$ cat config.mk
export PLATFORM = sky130hd
export DESIGN_NAME = eatq_queue
export DESIGN_NICKNAME = d
export VERILOG_FILES = /design/src/rtl/eatq_pkg.sv /design/src/rtl/eatq_queue.sv
export SDC_FILE = /design/constraint.sdc
export NUM_CORES = 1
export LEC_CHECK = 0
export ABC_AREA = 1
export BUFFER_PORTS_ARGS = -buffer_cell sky130_fd_sc_hd__buf_2
export CAP_MARGIN = 25
export CORE_MARGIN = 2
export CORE_UTILIZATION = 40
export DETAILED_ROUTE_END_ITERATION = 8
export GPL_TIMING_DRIVEN = 0
export PLACE_DENSITY = 0.59
export SLEW_MARGIN = 40
export SYNTH_ARGS = -nofsm -noshare
export SYNTH_HDL_FRONTEND = slang
export SYNTH_SLANG_ARGS = --single-unit
$ cat constraint.sdc
create_clock -name clk -period 10.4 [get_ports clk]
set_clock_uncertainty 0.05 [all_clocks]
set_input_delay 1.04 -clock clk [delete_from_list [all_inputs] [get_ports clk]]
set_output_delay 1.04 -clock clk [all_outputs]
set_load 0.01 [all_outputs]
$ cat src/rtl/eatq_pkg.sv
// eatq_pkg: shared constants, types and helper functions for the euler angles to quaternion block
// no dependencies; imported by every module of the block
package eatq_pkg;

	localparam int TRIG_ITERATIONS = 16;
	localparam int OUT_FRAC_BITS = 14;
	localparam int NITER = (TRIG_ITERATIONS > 24) ? 24 : TRIG_ITERATIONS;
	localparam int WORK_FRAC = 30;
	localparam int VW = 33;
	localparam int ZW = 26;
	localparam logic signed [VW-1:0] GAIN_INV_Q30 = 33'sd652032874;
	localparam logic signed [15:0] DEG90 = 16'sd11520;
	localparam logic signed [17:0] DEG180 = 18'sd23040;
	localparam logic signed [17:0] DEG360 = 18'sd46080;
	localparam int QDEPTH = 4;
	localparam int QAW = 2;

	typedef logic signed [VW-1:0] val_t;
	typedef logic signed [ZW-1:0] ang_t;

	// rotation state of one angle in flight
	typedef struct packed {
		val_t x;
		val_t y;
		ang_t z;
		logic neg;
	} rot_t;

	// all three angles of one beat in flight
	typedef struct packed {
		rot_t ax;
		rot_t ay;
		rot_t az;
	} trio_t;

	// half-angle sine and cosine of one angle, Q30
	typedef struct packed {
		val_t s;
		val_t c;
	} sc_t;

	typedef struct packed {
		sc_t sx;
		sc_t sy;
		sc_t sz;
	} sc3_t;

	// quaternion in Q30
	typedef struct packed {
		val_t x;
		val_t y;
		val_t z;
		val_t w;
	} quat_t;

	// atan(2^-i) in units of 2^-15 degree
	function automatic ang_t atan_lut(input int i);
		case (i)
			0: atan_lut = 26'sd1474560;
			1: atan_lut = 26'sd870484;
			2: atan_lut = 26'sd459940;
			3: atan_lut = 26'sd233473;
			4: atan_lut = 26'sd117189;
			5: atan_lut = 26'sd58652;
			6: atan_lut = 26'sd29333;
			7: atan_lut = 26'sd14667;
			8: atan_lut = 26'sd7334;
			9: atan_lut = 26'sd3667;
			10: atan_lut = 26'sd1833;
			11: atan_lut = 26'sd917;
			12: atan_lut = 26'sd458;
			13: atan_lut = 26'sd229;
			14: atan_lut = 26'sd115;
			15: atan_lut = 26'sd57;
			16: atan_lut = 26'sd29;
			17: atan_lut = 26'sd14;
			18: atan_lut = 26'sd7;
			19: atan_lut = 26'sd4;
			20: atan_lut = 26'sd2;
			21: atan_lut = 26'sd1;
			default: atan_lut = '0;
		endcase
	endfunction

	// range reduction of one raw angle into the cordic start state
	function automatic rot_t prep(input logic signed [15:0] raw);
		logic signed [17:0] h;
		rot_t r;
		h = 18'(raw);
		r.neg = 1'b0;
		if (h > DEG180)
			h = h - DEG360;
		if (h < -DEG180)
			h = h + DEG360;
		if (h > 18'(DEG90)) begin
			h = h - DEG180;
			r.neg = 1'b1;
		end else if (h < -18'(DEG90)) begin
			h = h + DEG180;
			r.neg = 1'b1;
		end
		r.x = GAIN_INV_Q30;
		r.y = '0;
		r.z = ZW'(h) <<< 8;
		return r;
	endfunction

	// one cordic micro-rotation
	function automatic rot_t cstep(input rot_t a, input int i);
		rot_t r;
		r = a;
		if (!a.z[ZW-1]) begin
			r.x = a.x - (a.y >>> i);
			r.y = a.y + (a.x >>> i);
			r.z = a.z - atan_lut(i);
		end else begin
			r.x = a.x + (a.y >>> i);
			r.y = a.y - (a.x >>> i);
			r.z = a.z + atan_lut(i);
		end
		return r;
	endfunction

	// q60 sum rounded to q30
	function automatic val_t rnd30(input logic signed [67:0] v);
		logic signed [67:0] t;
		t = v + (68'sd1 <<< (WORK_FRAC - 1));
		return VW'(t >>> WORK_FRAC);
	endfunction

	// q30 to output format with half-up rounding and saturation
	function automatic logic [15:0] to_out(input val_t v);
		logic signed [VW:0] t;
		logic signed [VW:0] one;
		one = (VW+1)'(1) <<< OUT_FRAC_BITS;
		t = (VW+1)'(v);
		if (WORK_FRAC > OUT_FRAC_BITS)
			t = (t + ((VW+1)'(1) <<< (WORK_FRAC - OUT_FRAC_BITS - 1)))
				>>> (WORK_FRAC - OUT_FRAC_BITS);
		if (t > one)
			t = one;
		if (t < -one)
			t = -one;
		return t[15:0];
	endfunction

endpackage

$ cat src/rtl/eatq_queue.sv
// eatq_queue: short fifo between the cordic front and the product back
// depends on eatq_pkg
module eatq_queue import eatq_pkg::*; (
	input  logic clk,
	input  logic arst_n,
	input  logic wr_en,
	input  sc3_t wr_data,
	input  logic rd_en,
	output logic rd_valid,
	output sc3_t rd_data,
	output logic [QAW:0] count
);

	sc3_t mem_q [0:QDEPTH-1];
	logic [QAW-1:0] wp_q, rp_q;
	logic [QAW:0] cnt_q;

	// storage
	always_ff @(posedge clk) begin
		if (wr_en)
			mem_q[wp_q] <= wr_data;
	end

	// pointers and fill count
	always_ff @(posedge clk or negedge arst_n) begin
		if (!arst_n) begin
			wp_q <= '0;
			rp_q <= '0;
			cnt_q <= '0;
		end else begin
			if (wr_en)
				wp_q <= wp_q + 1'b1;
			if (rd_en)
				rp_q <= rp_q + 1'b1;
			cnt_q <= cnt_q + (QAW+1)'(wr_en) - (QAW+1)'(rd_en);
		end
	end

	assign rd_valid = (cnt_q != '0);
	assign rd_data = mem_q[rp_q];
	assign count = cnt_q;

endmodule

==> results of run 1 <==
Yosys cell counts, drive strengths merged:
cell	number
clkbuf	21
ha	6
buf	110
fa	1
xor2	3
dfrtp	7
nand3	398
inv	806
nand2	1001
o21ai	1
edfxtp	792
sequential cells by signal (all words and copies together), names as in the netlist:
signal,cells
wp_q,2
mem_q,792
rp_q,2
count,3
logic make-up (layout without fill, tap and decap cells):
logic type / count (synthesis) / in the layout
compound gates: 1 / 1
xor+xnor: 3 / 3
fa+ha+maj: 7 / 7
buf+inv: 937 / 1510
flops: 799 / 799
other cells: 0 / 6
simple gates: 1399 / 1399
worst max path at each step:
stage	startpoint	endpoint	slack, ns
global route	rp_q[0]$_DFFE_PN0P_	rd_data[51]	6.59
global placement	wr_en	mem_q[3][148]$_DFFE_PP_	0.79
CTS	rp_q[0]$_DFFE_PN0P_	rd_data[51]	6.62
detailed placement	wr_en	mem_q[2][144]$_DFFE_PP_	7.13
finish	rp_q[0]$_DFFE_PN0P_	rd_data[51]	6.75
floorplan	wr_en	mem_q[0][0]$_DFFE_PP_	4.64
power by group through the flow:
stage | Clock (mW) | Sequential [mW] | Combinational, mW
floorplan | 0 | 4.49 | 2.44
global placement | 0 | 4.62 | 4.26
detailed placement | 0 | 4.38 | 4.38
CTS | 2.99 | 4.31 | 4.40
global route | 3.11 | 4.36 | 4.78
finish | 2.91 | 4.31 | 4.29
layout make-up:
type                    instances  share of cell area, %
diodes                          6                 0.0376
plain buffers                 131                   1.70
clock buffers                 104                   5.55
clock inverters                54                   1.17
inverters                     806                   7.65
multi-input cells            1410                   14.7
flip-flops and latches        799                   59.9
well taps                    1080                   3.38
repair buffers                415                   5.87
worst max-delay path, cell delays in order, from the launching register on:
cell	delay [ns]
dfrtp_1	0.40
inv_2	0.24
buf_2	0.47
buf_2	0.33
nand2_1	0.08
nand3_1	0.07
nand2_1	0.14
buf_2	0.18
per-stage QoR:
| step | std cells | total power, mW | hold slack (ns) | setup slack, ns | utilization (%) |
|---|---|---|---|---|---|
| floorplan | 3146 | 6.92 | 0.444 | 4.64 | - |
| global placement | 4629 | 8.88 | 0.449 | 0.789 | 44.3 |
| detailed placement | 4641 | 8.76 | 0.440 | 7.13 | 44.7 |
| CTS | 4799 | 11.7 | 0.173 | 6.62 | 48.0 |
| global route | 4801 | 12.2 | 0.189 | 6.59 | 48.0 |
| finish | 4805 | 11.5 | 0.204 | 6.75 | 48.0 |
metal layers:
layer,GRT usage [%],vias up
met4,5.01,30
met5,0,-
li1,-,10800
met1,24.2,10000
met3,5.02,131
met2,31.6,577
==> flow_metrics.env, run 1 <==
export IMPL_drv_cap=0
export IMPL_rows=106
export IMPL_postPlaceCellArea_um2=37300
export IMPL_cts_sinks=799
export IMPL_worst_path_max_fanout=10
export IMPL_netSwitchingFraction_pct=37.6
export IMPL_rsz0062_at_grt="no"
export IMPL_cts_root_buf="clkbuf_16"
export IMPL_ir_drop_uv=177
export IMPL_dp_hpwl_um=52000
export IMPL_crit_required_ns=9.31
export IMPL_tightest_slew_ns=0.681
export IMPL_finalNetCount=3857
export IMPL_postSynthCellCount=3146
export IMPL_setup_violations_final=0
export IMPL_fp_dieW_um=294
export IMPL_wl_um=82300
export IMPL_power_internal_mw=7.19
export IMPL_globalplace_congestion=0.740
export IMPL_ctsHoldBuffers=0
export IMPL_switchingPower_mw=4.33
export IMPL_drt_iter0_drc=1171
export IMPL_area_delta_synth_final_pct=19.2
export IMPL_grt_antenna_before_repair=20
export IMPL_worstReg2RegStart="wp_q[0]$_DFFE_PN0P_"
export IMPL_antenna_left=0
export IMPL_vias=21600
export IMPL_grt_max_degree=59
export IMPL_yosys_area_share_simple_pct=17.1
export IMPL_synth_compound_area_share_pct=0.0149
export IMPL_synth_seq_cells=799
export IMPL_wl_met3_um=6630
export IMPL_yosys_area_top_type="edfxtp_1"
export IMPL_clkTransAtPathRegs_ns=0.06
export IMPL_cts_repair_resized=0
export IMPL_htree_levels=3
export IMPL_final_cell_mix="1001 x nand2_1, 800 x inv_1, 792 x edfxtp_1, 494 x buf_2, 398 x nand3_1"
export IMPL_p_per_area_nw_per_um2=288
export IMPL_multi_input_area_um2=5880
export IMPL_clkPwrFrac_pct=25.3
export IMPL_synth_seq_area_share_pct=71.4
export IMPL_top_layer_used="met5"
export IMPL_reg2regPathDepth=6
export IMPL_relSlewSlack_pct=54.6
export IMPL_p_comb_share_pct=37.3
export IMPL_regArea_um2=24000
export IMPL_cts_buffers=85
export IMPL_leakagePower_nw=18.6
export IMPL_grtUsageTotal_pct=18.9
export IMPL_drc=0
export IMPL_synth_area_leaders="edfxtp_1 71%, nand2_1 11%, inv_1 9.0%, nand3_1 5.9%, buf_2 1.4%"
export IMPL_avgSynthCellArea_um2=10.7
export IMPL_synth_cell_types=15
export IMPL_initial_utilization_pct=40.3
export IMPL_fill_cells=7469
export IMPL_synth_top_family_by_area="simple AND/OR/NAND/NOR gates"
export IMPL_setup_tns_final_ns=0
export IMPL_post_cts_setup_buffers=0
export IMPL_die_height_um=294
export IMPL_reg2reg_to="mem_q[2][144]$_DFFE_PP_"
export IMPL_startpoint_type="flop"
export IMPL_ff2ff_setup_slack_ns=8.04
export IMPL_crit_type="reg -> out"
export IMPL_status="complete, no violations"
export IMPL_via_per_inst=4.49
export IMPL_clockBufferDepth=3
export IMPL_drt_pass1_iterations=7
export IMPL_synth_cell_area_um2=33500
export IMPL_met1_length_um=34500
export IMPL_synthMuxAreaShare_pct=0
export IMPL_sequentialPowerShare_pct=37.4
export IMPL_wl_met2_um=39200
export IMPL_final_common_cell="nand2_1"
export IMPL_core_um2=83300
export IMPL_period_minus_slack_ns=3.65
export IMPL_grt_pass1_vias=20400
export IMPL_io_pins=404
export IMPL_ys_warn_count=0
export IMPL_fin_area_um2=40000
export IMPL_insertion_delay_ns=0.63
export IMPL_syn_nets=3355
export IMPL_cts_tree="yes"
export IMPL_wire_per_inst_um=17.1
export IMPL_die_area_um2=86200
export IMPL_grt_overflow=0
export IMPL_endpoint_kind="primary output"
export IMPL_hold_class="in -> async"
export IMPL_max_freq_ghz=0.274
export IMPL_hold_violations=0
export IMPL_synth_fa_ha_area_share_pct=0.283
export IMPL_yosys_area_share_xor_xnor_pct=0.0783
export IMPL_slew_viol_final=0
export IMPL_post_route_period_util_pct=35.1
export IMPL_drive_gt1_share_pct=17.2
export IMPL_worstPathArrival_ns=2.56
export IMPL_grt_pass1_wl_um=122000
export IMPL_portBuffers=403
export IMPL_synth_top_area_share_pct=70.9
Power figures use the tool's default switching activity.
==> run 2, diff against run 1 <==
clock period = 3.65 ns   (was 10.4 ns; I/O delays follow)
==> flow_metrics.env, run 2 (synthesized netlist as in run 1, its figures left out) <==
export IMPL_post_route_period_util_pct=82.0
export IMPL_finalNetCount=4094
export IMPL_setup_tns_final_ns=0
export IMPL_slew_viol_final=0
export IMPL_drt_pass1_iterations=5
export IMPL_worst_path_max_fanout=10
export IMPL_die_height_um=294
export IMPL_crit_buf_inv=5
export IMPL_core_um2=83300
export IMPL_grt_pass1_wl_um=126000
export IMPL_fin_ws_ns=0.659
export IMPL_portBuffers=403
export IMPL_leakagePower_nw=19.8
export IMPL_area_delta_synth_final_pct=27.6
export IMPL_cp_cell_sequence="buf_4 -> inv_4 -> buf_2 -> buf_2 -> nand3_1 -> nand2_1 -> buf_2"
export IMPL_crit_path_frequent_cell="buf_2"
export IMPL_largest_register_ff_count=792
export IMPL_rows=106
export IMPL_dp_slack_ns=1.03
export IMPL_crit_type="reg -> out"
export IMPL_wire_per_inst_um=16.6
export IMPL_postPlaceCellArea_um2=38100
export IMPL_relSlewSlack_pct=54.0
export IMPL_final_cells=5039
export IMPL_grt_antenna_before_repair=14
export IMPL_worstPathArrival_ns=2.58
export IMPL_crit_required_ns=3.23
export IMPL_clockBufferDepth=3
export IMPL_place_inst=4676
export IMPL_drive_gt1_share_pct=17.3
export IMPL_cts_root_buf="clkbuf_16"
export IMPL_startpoint_type="flop"
export IMPL_drt_iter0_drc=1254
export IMPL_final_common_cell="nand2_1"
export IMPL_drv_cap=0
export IMPL_period_minus_slack_ns=2.99
export IMPL_vias=22600
export IMPL_fp_dieW_um=294
export IMPL_critPathTopFamily="buffers and inverters"
export IMPL_via_per_inst=4.48
export IMPL_globalplace_congestion=0.759
export IMPL_grt_max_degree=22
export IMPL_die_area_um2=86200
export IMPL_fill_cells=7311
export IMPL_endpoint_kind="primary output"
export IMPL_fin_area_um2=42800
export IMPL_insertion_delay_ns=0.63
export IMPL_cts_buffers=86
export IMPL_p_per_area_nw_per_um2=784
export IMPL_dp_hpwl_um=55600
export IMPL_post_cts_setup_buffers=0
export IMPL_slowest_stage="buf_2"
export IMPL_cts_sinks=799
export IMPL_ir_drop_uv=535
export IMPL_rsz0062_at_grt="no"
export IMPL_cts_tree="yes"
export IMPL_grtUsageTotal_pct=19.2
export IMPL_clkTransAtPathRegs_ns=0.06
export IMPL_top_register="mem_q"
export IMPL_slowest_delay_ns=0.44
export IMPL_drc=0
export IMPL_final_cell_mix="997 x nand2_1, 799 x inv_1, 792 x edfxtp_1, 494 x buf_2, 398 x nand3_1"
export IMPL_setup_violations_final=0
export IMPL_max_freq_ghz=0.334
export IMPL_wl_um=83700
export IMPL_io_pins=404
export IMPL_hold_class="in -> async"
export IMPL_initial_utilization_pct=40.3
export IMPL_grt_pass1_vias=22100
export IMPL_grt_overflow=0
export IMPL_htree_levels=3
export IMPL_antenna_left=0
export IMPL_hold_violations=0
export IMPL_tightest_slew_ns=0.690
export IMPL_status="complete, no violations"
## run 2: changes by cell type in the layout (fill, tap and decap cells not counted), moves of 4 or more
cell           previous run  this run
nand2_2                   0         4
buf_16                   12        29
dlygate4sd3_1             0       201
buf_12                    0        17
clkinvlp_4                1         9
inv_8                     4         0
nand2_1                1001       997
## run 2: power by group
| part | switching [mW] | leakage [nW] | internal [mW] |
|---|---|---|---|
| combinational | 8.66 | 11.1 | 4.34 |
| sequential | 0.317 | 7.36 | 12.0 |
| clock | 3.52 | 1.28 | 4.77 |
## run 2: cell type report
class | count | area [um2] | share of cell area, %
Buffer | 131 | 681 | 1.59
Inverter | 806 | 3040 | 7.11
Multi-Input combinational cell | 1410 | 5890 | 13.8
Clock buffer | 102 | 2210 | 5.17
Antenna cell | 8 | 20.0 | 0.0468
Sequential cell | 799 | 24000 | 56.0
Tap cell | 1080 | 1350 | 3.16
Clock inverter | 52 | 465 | 1.09
Timing Repair Buffer | 651 | 5180 | 12.1
## run 2: repair_timing
item	4_1_cts	5_1_grt
hold buffers	201	0
gates resized for setup	0	0
endpoints found under the hold margin	802	0
## run 2: per-layer routing
| metal | vias up | part of all wire [%] | global-route usage (%) | routed length (um) |
|---|---|---|---|---|
| li1 | 11300 | - | - | - |
| met1 | 10500 | 42 | 24.2 | 34800 |
| met2 | 610 | 49 | 33.2 | 41000 |
| met3 | 134 | 7.0 | 4.58 | 5880 |
| met4 | 16 | 2.3 | 5.35 | 1940 |
| met5 | - | 0.11 | 0 | 96 |
## run 2: path summary, 6_finish.rpt
kind,startpoint,end,slack [ns],depth (start not counted)
min reg2reg,count[1]$_DFF_PN0_,count[2]$_DFF_PN0_,0.47,2
max reg2reg,wp_q[0]$_DFFE_PN0P_,mem_q[3][153]$_DFFE_PP_,1.25,7
max,rp_q[1]$_DFFE_PN0P_,rd_data[98],0.66,7
max in group asynchronous,arst_n,wp_q[0]$_DFFE_PN0P_,3.29,2
min in group clk,wr_data[75],mem_q[3][75]$_DFFE_PP_,0.43,2
min,arst_n,count[0]$_DFF_PN0_,0.07,2
## run 2: through the flow
stage	total power [mW]	util, %	hold slack, ns
CTS	34.0	51.4	0.0250
global route	35.6	51.4	0.0447
detailed placement	25.5	45.7	0.189
finish	33.6	51.4	0.0704
global placement	25.1	44.4	0.186
floorplan	19.6	-	0.0194
## run 2: worst reg2reg max path: stages, from the launching register on
cell        delay [ns]
dfrtp_1           0.43
ha_2              0.21
nand2_2           0.08
clkinvlp_4        0.45
buf_16            0.36
buf_12            0.19
buf_12            0.18
buf_16            0.19
==> run 3, diff against run 2 <==
PLACE_DENSITY = 0.62   (was 0.59)
clock period = 2.4 ns   (was 3.65 ns; I/O delays follow)
==> flow_metrics.env, run 3 (synthesized netlist as in run 1, its figures left out) <==
export IMPL_period_minus_slack_ns=2.35
export IMPL_drv_cap=0
export IMPL_io_pins=404
export IMPL_crit_type="reg -> out"
export IMPL_grt_pass1_vias=22000
export IMPL_final_common_cell="nand2_1"
export IMPL_p_comb_share_pct=40.5
export IMPL_via_per_inst=4.49
export IMPL_fp_dieW_um=294
export IMPL_sequentialPowerShare_pct=35.4
export IMPL_cts_tree="yes"
export IMPL_fin_ws_ns=0.0482
export IMPL_rsz0062_at_grt="yes"
export IMPL_htree_levels=3
export IMPL_relSlewSlack_pct=71.8
export IMPL_place_inst=4676
export IMPL_worstSetupStartpoint="rp_q[0]$_DFFE_PN0P_"
export IMPL_status="complete, no violations"
export IMPL_post_route_period_util_pct=98.0
export IMPL_vias=22600
export IMPL_clkPwrFrac_pct=24.1
export IMPL_cts_sinks=799
export IMPL_antenna_left=0
export IMPL_grt_overflow=0
export IMPL_power_internal_mw=33.5
export IMPL_drt_iter0_drc=1296
export IMPL_wire_per_inst_um=16.7
export IMPL_grt_antenna_before_repair=13
export IMPL_portBuffers=403
export IMPL_netSwitchingFraction_pct=36.5
export IMPL_top_register="mem_q"
export IMPL_hold_violations=0
export IMPL_grt_max_degree=23
export IMPL_setup_tns_final_ns=0
export IMPL_p_per_area_nw_per_um2=1210
export IMPL_worstReg2RegStart="wp_q[1]$_DFFE_PN0P_"
export IMPL_drc=0
export IMPL_slew_viol_final=0
export IMPL_die_height_um=294
export IMPL_hold_class="in -> reg"
export IMPL_final_cells=5049
export IMPL_grt_pass1_wl_um=125000
export IMPL_rows=106
export IMPL_endpoint_kind="primary output"
export IMPL_ir_drop_uv=918
export IMPL_max_freq_ghz=0.425
export IMPL_cts_root_buf="clkbuf_16"
export IMPL_insertion_delay_ns=0.64
export IMPL_startpoint_type="flop"
export IMPL_globalplace_congestion=0.763
export IMPL_wl_um=84200
export IMPL_slowest_delay_ns=0.45
export IMPL_cp_cell_sequence="buf_12 -> buf_12 -> buf_4 -> nand2_1 -> nand3_1 -> nand2_1 -> buf_2"
export IMPL_min_from="wr_data[10]"
export IMPL_slowest_stage="dfrtp_2"
export IMPL_crit_required_ns=2.11
export IMPL_switchingPower_mw=19.2
export IMPL_clkTransAtPathRegs_ns=0.06
export IMPL_worstPathArrival_ns=2.06
export IMPL_grtUsageTotal_pct=19.2
export IMPL_dp_hpwl_um=55300
export IMPL_worst_path_max_fanout=11
export IMPL_drt_pass1_iterations=7
export IMPL_area_delta_synth_final_pct=30.1
export IMPL_tightest_slew_ns=0.421
export IMPL_setup_violations_final=0
export IMPL_largest_register_ff_count=792
export IMPL_dp_slack_ns=-0.167
export IMPL_initial_utilization_pct=40.3
export IMPL_die_area_um2=86200
export IMPL_core_um2=83300
export IMPL_leakagePower_nw=20.2
export IMPL_finalNetCount=4107
export IMPL_clockBufferDepth=3
export IMPL_cts_buffers=85
export IMPL_final_cell_mix="995 x nand2_1, 799 x inv_1, 792 x edfxtp_1, 405 x buf_2, 398 x nand3_1"
export IMPL_drive_gt1_share_pct=18.3
run 3: changes by cell type in the layout (fill, tap and decap cells not counted), moves of 3 or more:
cell / change
clkbuf_4: +5
clkbuf_1: -20
buf_6: +57
buf_12: +9
buf_2: -89
buf_8: +6
buf_4: +26
clkinvlp_4: -3
clkbuf_2: +16
clkinv_1: -10
clkinv_2: +6
run 3: final timing paths:
path / endpoint / slack [ns] / cells past startpoint
worst max register to register: mem_q[0][140]$_DFFE_PP_ / 0.11 / 9
max in group asynchronous: rp_q[0]$_DFFE_PN0P_ / 1.41 / 3
worst max-delay path: rd_data[8] / 0.05 / 7
worst min register to register: count[2]$_DFF_PN0_ / 0.46 / 2
min in group asynchronous: wp_q[0]$_DFFE_PN0P_ / 0.57 / 3
worst min-delay path: mem_q[1][10]$_DFFE_PP_ / 0.30 / 2
run 3: power by group through the flow:
stage	Clock (mW)	Combinational [mW]	Sequential (mW)
2_1_floorplan	0	10.6	19.3
3_3_place_gp	0	18.1	19.2
3_5_place_dp	0	19.8	19.0
4_1_cts	13.0	21.5	18.7
5_1_grt	13.5	23.4	18.9
6_report	12.7	21.4	18.7
run 3: timing repair:
action	in CTS	in global routing
endpoints found under the setup margin	303	157
gates resized for setup	191	28
setup buffers	8	3
cloned	1	1
hold buffers	202	0
endpoints found under the hold margin	802	0
run 3: cell type report:
class	instances	area (um2)
flip-flops and latches	799	24000
multi-input cells	1410	5900
repair buffers	664	5340
repair inverters	1	6.26
diodes	8	20.0
well taps	1080	1350
plain buffers	131	1290
fillers	7092	39700
inverters	806	3070
clock inverters	46	455
clock buffers	104	2250
run 3: metal layers:
metal	routed length (um)	GRT usage, %	up-vias
met5	98	0	-
met4	2110	5.80	16
met3	6440	5.10	151
met2	41500	33.6	668
met1	34000	23.1	10400
li1	-	-	11400
run 3: through the flow:
step           hold WS [ns]  area [um2]  util [%]  total power [mW]
6_report              0.302       43600      52.4              52.8
3_5_place_dp         0.0528       38100      45.7              38.8
4_1_cts               0.239       43500      52.2              53.2
2_1_floorplan        -0.106       33600         -              29.8
5_1_grt               0.285       43600      52.4              55.8
3_3_place_gp         0.0527       36900      44.4              37.3
run 3: worst max-delay path: cells and delay by family, from the launching register on:
family,cells,cell delay [ns]
buffers and inverters,4,0.72
AND/OR/NAND/NOR,3,0.24
flip-flops,1,0.45
